[src/sv/rmth_pkg.sv]
// ----------------------------------------------------------------------------
// rmth_pkg
// Shared types for the running median block: controller states and the
// command and status structs between controller and datapath.
// ----------------------------------------------------------------------------
package rmth_pkg;

    typedef enum logic [3:0] {
        ST_IDLE,
        ST_DECIDE,
        ST_POP_START,
        ST_POP_LOAD,
        ST_POP_RD,
        ST_POP_CMP,
        ST_PUSH_START,
        ST_PUSH_RD,
        ST_PUSH_CMP,
        ST_TOP_RD,
        ST_MEDIAN,
        ST_OUT
    } state_t;

    typedef enum logic [1:0] {
        PLAN_PUSH_X,
        PLAN_MOVE,
        PLAN_DONE
    } plan_t;

    typedef struct packed {
        logic load;
        logic decide;
        logic pop_start;
        logic pop_load;
        logic pop_rd;
        logic pop_cmp;
        logic push_start;
        logic push_rd;
        logic push_cmp;
        logic top_rd;
        logic median;
        logic out_load;
    } cmd_t;

    typedef struct packed {
        logic       full;
        logic       move;
        logic       more_push;
        logic       push_done;
        logic       pop_done;
        logic       out_busy;
    } status_t;

endpackage

[src/sv/rmth_ctrl.sv]
// ----------------------------------------------------------------------------
// rmth_ctrl
// Sequencer: decide, optional move (pop then push), push, read tops, output; a full store goes straight to output.
// ----------------------------------------------------------------------------
module rmth_ctrl (
    input  logic                clk,
    input  logic                rst_n,
    input  logic                in_valid,
    output logic                in_stall,
    input  rmth_pkg::status_t   status,
    output rmth_pkg::cmd_t      cmd
);

    rmth_pkg::state_t state_reg, state_next;

    always_ff @(posedge clk or negedge rst_n)
    begin
        if (!rst_n)
            state_reg <= rmth_pkg::ST_IDLE;
        else
            state_reg <= state_next;
    end

    always_comb
    begin
        state_next = state_reg;
        cmd        = '0;
        in_stall   = 1'b1;
        case (state_reg)
            rmth_pkg::ST_IDLE:
            begin
                in_stall = 1'b0;
                if (in_valid)
                begin
                    cmd.load   = 1'b1;
                    state_next = rmth_pkg::ST_DECIDE;
                end
            end
            rmth_pkg::ST_DECIDE:
            begin
                cmd.decide = 1'b1;
                if (status.full)
                    state_next = rmth_pkg::ST_OUT;
                else if (status.move)
                    state_next = rmth_pkg::ST_POP_START;
                else
                    state_next = rmth_pkg::ST_PUSH_START;
            end
            rmth_pkg::ST_POP_START:
            begin
                cmd.pop_start = 1'b1;
                state_next    = rmth_pkg::ST_POP_LOAD;
            end
            rmth_pkg::ST_POP_LOAD:
            begin
                cmd.pop_load = 1'b1;
                state_next   = rmth_pkg::ST_POP_RD;
            end
            rmth_pkg::ST_POP_RD:
            begin
                cmd.pop_rd = 1'b1;
                state_next = rmth_pkg::ST_POP_CMP;
            end
            rmth_pkg::ST_POP_CMP:
            begin
                cmd.pop_cmp = 1'b1;
                if (status.pop_done)
                    state_next = rmth_pkg::ST_PUSH_START;
                else
                    state_next = rmth_pkg::ST_POP_RD;
            end
            rmth_pkg::ST_PUSH_START:
            begin
                cmd.push_start = 1'b1;
                state_next     = rmth_pkg::ST_PUSH_RD;
            end
            rmth_pkg::ST_PUSH_RD:
            begin
                cmd.push_rd = 1'b1;
                state_next  = rmth_pkg::ST_PUSH_CMP;
            end
            rmth_pkg::ST_PUSH_CMP:
            begin
                cmd.push_cmp = 1'b1;
                if (!status.push_done)
                    state_next = rmth_pkg::ST_PUSH_RD;
                else if (status.more_push)
                    state_next = rmth_pkg::ST_PUSH_START;
                else
                    state_next = rmth_pkg::ST_TOP_RD;
            end
            rmth_pkg::ST_TOP_RD:
            begin
                cmd.top_rd = 1'b1;
                state_next = rmth_pkg::ST_MEDIAN;
            end
            rmth_pkg::ST_MEDIAN:
            begin
                cmd.median = 1'b1;
                state_next = rmth_pkg::ST_OUT;
            end
            rmth_pkg::ST_OUT:
            begin
                if (!status.out_busy)
                begin
                    cmd.out_load = 1'b1;
                    state_next   = rmth_pkg::ST_IDLE;
                end
            end
            default:
                state_next = rmth_pkg::ST_IDLE;
        endcase
    end

endmodule

[config.mk]
export PLATFORM = sky130hd
export DESIGN_NAME = rmth_ctrl
export DESIGN_NICKNAME = d
export VERILOG_FILES = /design/src/sv/rmth_pkg.sv /design/src/sv/rmth_ctrl.sv
export SDC_FILE = /design/constraint.sdc
export NUM_CORES = 1
export LEC_CHECK = 0
export BUFFER_PORTS_ARGS = -buffer_cell sky130_fd_sc_hd__buf_2
export CORE_AREA = 2 2 39 41
export DETAILED_ROUTE_END_ITERATION = 10
export DIE_AREA = 0 0 41 43
export PLACE_DENSITY = 0.6
export SLEW_MARGIN = 20
export SYNTH_ARGS = -nofsm -noshare
export SYNTH_HDL_FRONTEND = slang
export SYNTH_SLANG_ARGS = --single-unit
[constraint.sdc]
create_clock -name clk -period 3.2 [get_ports clk]
set_input_delay 0.64 -clock clk [delete_from_list [all_inputs] [get_ports clk]]
set_output_delay 0.64 -clock clk [all_outputs]
set_load 0.005 [all_outputs]
==> Yosys cells after proc, flatten, opt, wreduce, memory -nomap -nowiden <==
Cells that the tools add are included.
{ "totals": {"ff_bits": 4, "latch_bits": 0, "ram_bits": 0, "rom_bits": 0, "inputBits": 9, "output_inout_bits": 13, "wordCells": 39, "n_memories": 0} }
{ "op_classes": {"addsub": 0, "n_mul": 0, "div_mod_pow": 0, "magnitude_cmp": 0, "eq_ne": 13, "n_shift": 0, "n_mux": 23, "n_bitwise": 0, "reduce_logical": 2} }
{ "op_table": {"columns": ["operator", "count"], "rows": [
  ["4-bit one-hot mux with 12 select lines", 1],
  ["4-bit 2-to-1 mux", 5],
  ["4-bit by 3-bit == test with 1-bit output (second input constant)", 4],
  ["4-bit == test (second input constant)", 4],
  ["1-bit 2-to-1 mux", 15],
  ["4-bit by 2-bit == test with 1-bit output (second input constant)", 2],
  ["4-bit by 1-bit == test with 1-bit output (second input constant)", 1],
  ["4-bit zero test", 1],
  ["2-bit inequality test (second input constant)", 2],
  ["3-bit 2-to-1 mux", 1],
  ["2-bit 2-to-1 mux", 1],
  ["2-bit AND reduction", 1]
]} }

==> Logic depth before layout (Yosys ltp) <==
{ "logic_depth": {"word_depth": 3, "mapped_depth": 4, "ltp_nobuf": 3} }

==> Worst setup path after synthesis <==
Ideal clock, no wire load.
{ "synth_path": {"path_kind": "register to output", "start": "reg state_reg[2]", "end": "out cmd[11] in the netlist's numbering", "arrival_time_ns": 1.072, "t_required_ns": 2.560, "path_slack_ns": 1.488, "stages_incl_launch_ff": 3, "n_path_buf": 0, "path_cell_list": "dfrtp_1 -> or4_4 -> nor2_1"} }
{ "synth_rtl": {"columns": ["item", "line", "rtl"], "rows": [
  ["start: declaration", "rmth_ctrl.sv:14", "rmth_pkg::state_t state_reg, state_next;"],
  ["start signal: assignment", "rmth_ctrl.sv:19", "state_reg <= rmth_pkg::ST_IDLE;"],
  ["start signal: assignment", "rmth_ctrl.sv:21", "state_reg <= state_next;"],
  ["end: declaration", "rmth_ctrl.sv:11", "output rmth_pkg::cmd_t cmd"]
]} }

==> impl_metrics.csv <==
group,metric,value,unit
die,die_area,0.001763,mm²
drt,dr.pass1.iters,4,
setup_path,reg2reg_from,"state_reg[2]$_DFFE_PN0P_",
cells_and_area,n_fill_cell,156,
drt,ant_nets,0,
place,hpwl,745.4,µm
die,fp-row-count,14,
clock_network,worst_skew_pair.late_latency,240,ps
clock_network,holdBufCountCts,0,
clock_network,cts_sinks,4,
power_and_ir_drop,p_per_area,915.3,mW/mm²
cells_and_area,regArea,100.1,µm²
timing,setup_viol,0,
logic_synthesis,synth_cell_types,25,
setup_path,timing.critical_path.buf_inv,1,
grt,grt_usage,0.1216,
timing,hold_viol_final,0,
die,num_io_pins,22,
cells_and_area,antenna_cells,0,
clock_network,clk_pin_slew,40,ps
timing,fin_skew,0.03550,ps
logic_synthesis,muxShareOfSynthArea,0,
drt,totalWireLength,1049,µm
timing,fmax,452.0,MHz
setup_path,max_stage_delay,610,ps
setup_path,startpoint,"state_reg[2]$_DFFE_PN0P_",
logic_synthesis,syn_inst,54,
timing,period_needed,2212,ps
setup_path,reg2reg_depth,3,
timing,min_period_over_period,0.6913,
drt,initialDrtViolationCount,12,
cells_and_area,multiInputGateArea,250.2,µm²
logic_synthesis,synthAdderAreaFrac,0,
timing,tightestPinTransition,427.1,ps
grt,grt_pass1_vias,347,
logic_synthesis,synth-simple-area-share,0.4091,
timing,slew_viol_final,0,
logic_synthesis,ys_seq_area_frac,0.2597,
run_status,status,"completed",
logic_synthesis,ys_ff_latch,4,
drt,vias,478,
grt,grt_pass1_wl,1442,µm
drt,drc_errors,0,
setup_path,crit_type,"reg -> out",
timing,tns,0,ps
setup_path,crit_arrival,1570,ps
logic_synthesis,synth_compound_area_frac,0.2403,
place,portBuffers,21,
die,die_height,43,µm
drt,wire_per_inst,11.66,µm
logic_synthesis,synth_xor_area_frac,0,
logic_synthesis,syn-num-nets,63,
run,cap_violations,0,
power_and_ir_drop,power,0.4695,mW
power_and_ir_drop,ir_drop,447.6,µV
setup_path,cp_data_required_time,2560,ps
cells_and_area,areaGrowthSynthToFinish,33.12,%
logic_synthesis,syn-cell-area,385.4,µm²
setup_path,path_cells,"or4_4, nor2_1, buf_2",
setup_path,critPathMaxFanout,15,
cells_and_area,largest_register_ffs,4,
clock_network,ctsResizeCount,0,
setup_path,slowest_stage,"or4_4",
setup_path,reg2reg_to,"state_reg[0]$_DFFE_PN0P_",
setup_path,critPathTopFamily,"simple AND/OR/NAND/NOR gates",
power_and_ir_drop,p_leak,0.2646,nW
place,dpl-instance-area,490.5,µm²
place,gp_congestion,0.7466,
clock_network,cts_buffers,3,
timing,relSlewSlack,0.7153,
die,start_util,0.2785,
grt,antenna_found_initial,0,
logic_synthesis,synth-warning-count,0,
hold_path,hold_path_class,"in -> async",
cells_and_area,fin_nets,85,
clock_network,max-clock-path-buffers,2,
timing,rsz0062_at_grt,"no",
clock_network,htree_levels,1,
setup_path,start_kind,"register",
logic_synthesis,avgSynthCellArea,7.136,µm²
grt,grt_max_degree,16,
logic_synthesis,synth_top_family_by_area,"simple AND/OR/NAND/NOR gates",
clock_network,postCtsSetupRepairBufs,0,
clock_network,clockRootBuffer,"clkbuf_4",
setup_path,endpoint_kind,"output pin",
cells_and_area,final_area,513.0,µm²
die,fp.dieW,41,µm
clock_network,tritoncts,"done",
drt,viasPerCell,5.311,
setup_path,r2r_setup_slack,1710,ps
grt,overflow,0,
cells_and_area,drive_above_1_share,0.3514,
die,coreArea,0.001384,mm²
==> placed cells by master, fill, tap and decap left out, types with 2 or more instances in the layout <==
master | synthesis | layout
nand2b_1 | 3 | 3
dfrtp_1 | 4 | 4
nor2b_1 | 4 | 4
buf_2 | 4 | 21
inv_1 | 4 | 4
clkbuf_4 | 0 | 3
a21oi_1 | 2 | 2
nor2_1 | 9 | 9
nand2_1 | 3 | 3
nor3_1 | 5 | 5
==> synthesized netlist by cell type <==
master / instances / share of area
a211oi_1: 1 / 0.019
a21o_1: 1 / 0.019
a21oi_1: 2 / 0.026
a22oi_1: 1 / 0.019
a31oi_1: 1 / 0.016
and4b_1: 1 / 0.026
buf_2: 4 / 0.052
dfrtp_1: 4 / 0.26
inv_1: 4 / 0.039
nand2_1: 3 / 0.029
nand2b_1: 3 / 0.049
nand3b_1: 1 / 0.019
nand4_1: 1 / 0.016
nor2_1: 9 / 0.088
nor2b_1: 4 / 0.065
nor3_1: 5 / 0.065
nor4b_1: 1 / 0.023
o21ai_0: 1 / 0.013
o21ai_1: 1 / 0.013
o21bai_1: 1 / 0.019
o22ai_1: 1 / 0.016
o22ai_2: 1 / 0.032
o2bb2ai_1: 1 / 0.023
o41ai_1: 1 / 0.023
or4_4: 1 / 0.029
==> per-stage QoR <==
step                      instances  setup WS (ps)  hold WS [ps]    util
after floorplan                  54           1488         344.4       -
after global placement           87           1268         449.5  0.3544
after detailed placement         87           1248         450.6  0.3544
after CTS                        90          990.6         195.1  0.3707
after global routing             90          916.0         195.8  0.3707
final                            90          987.8         200.0  0.3707
==> worst reg2reg max path, cell delays in order (launching register included) <==
cell and delay [ps]:
dfrtp_1 520, or4_4 610, o22ai_2 160, o21ai_1 80
==> cell type report <==
cell class                      instances  area share
Sequential cell                         4      0.1951
Timing Repair Buffer                   21      0.2049
Multi-Input combinational cell         42      0.4878
Tap cell                               16     0.03902
Inverter                                4     0.02927
Clock buffer                            3     0.04390
==> power by group <==
group	switching (mW)	total, mW	internal (mW)	leakage [nW]
clock	0.0224	0.0644	0.0421	0.0138
sequential	0.0782	0.154	0.0755	0.0492
combinational	0.125	0.251	0.126	0.202
total	0.226	0.470	0.244	0.265
==> worst max path at each step <==
stage	cells past startpoint	endpoint	slack (ps)
finish	3	cmd[11]	990
global placement	3	cmd[11]	1270
floorplan	2	cmd[11]	1490
global route	3	cmd[11]	920
CTS	3	cmd[11]	990
detailed placement	3	cmd[11]	1250
==> routing by layer <==
metal | wire length [µm] | GRT usage | vias up
met1 | 440 | 0.1613 | 215
met4 | 0 | 0.06000 | 0
li1 | - | - | 233
met3 | 105 | 0.04712 | 0
met2 | 503 | 0.1656 | 30
met5 | 0 | 0 | -
==> kinds of logic (layout without fill, tap and decap cells) <==
kind of cell | count (synthesis) | in the layout
and+or+nand+nor | 29 | 29
AOI/OAI and AO/OA | 13 | 13
DFF | 4 | 4
buffers and inverters | 8 | 28
(Power assumes the default switching activity.)
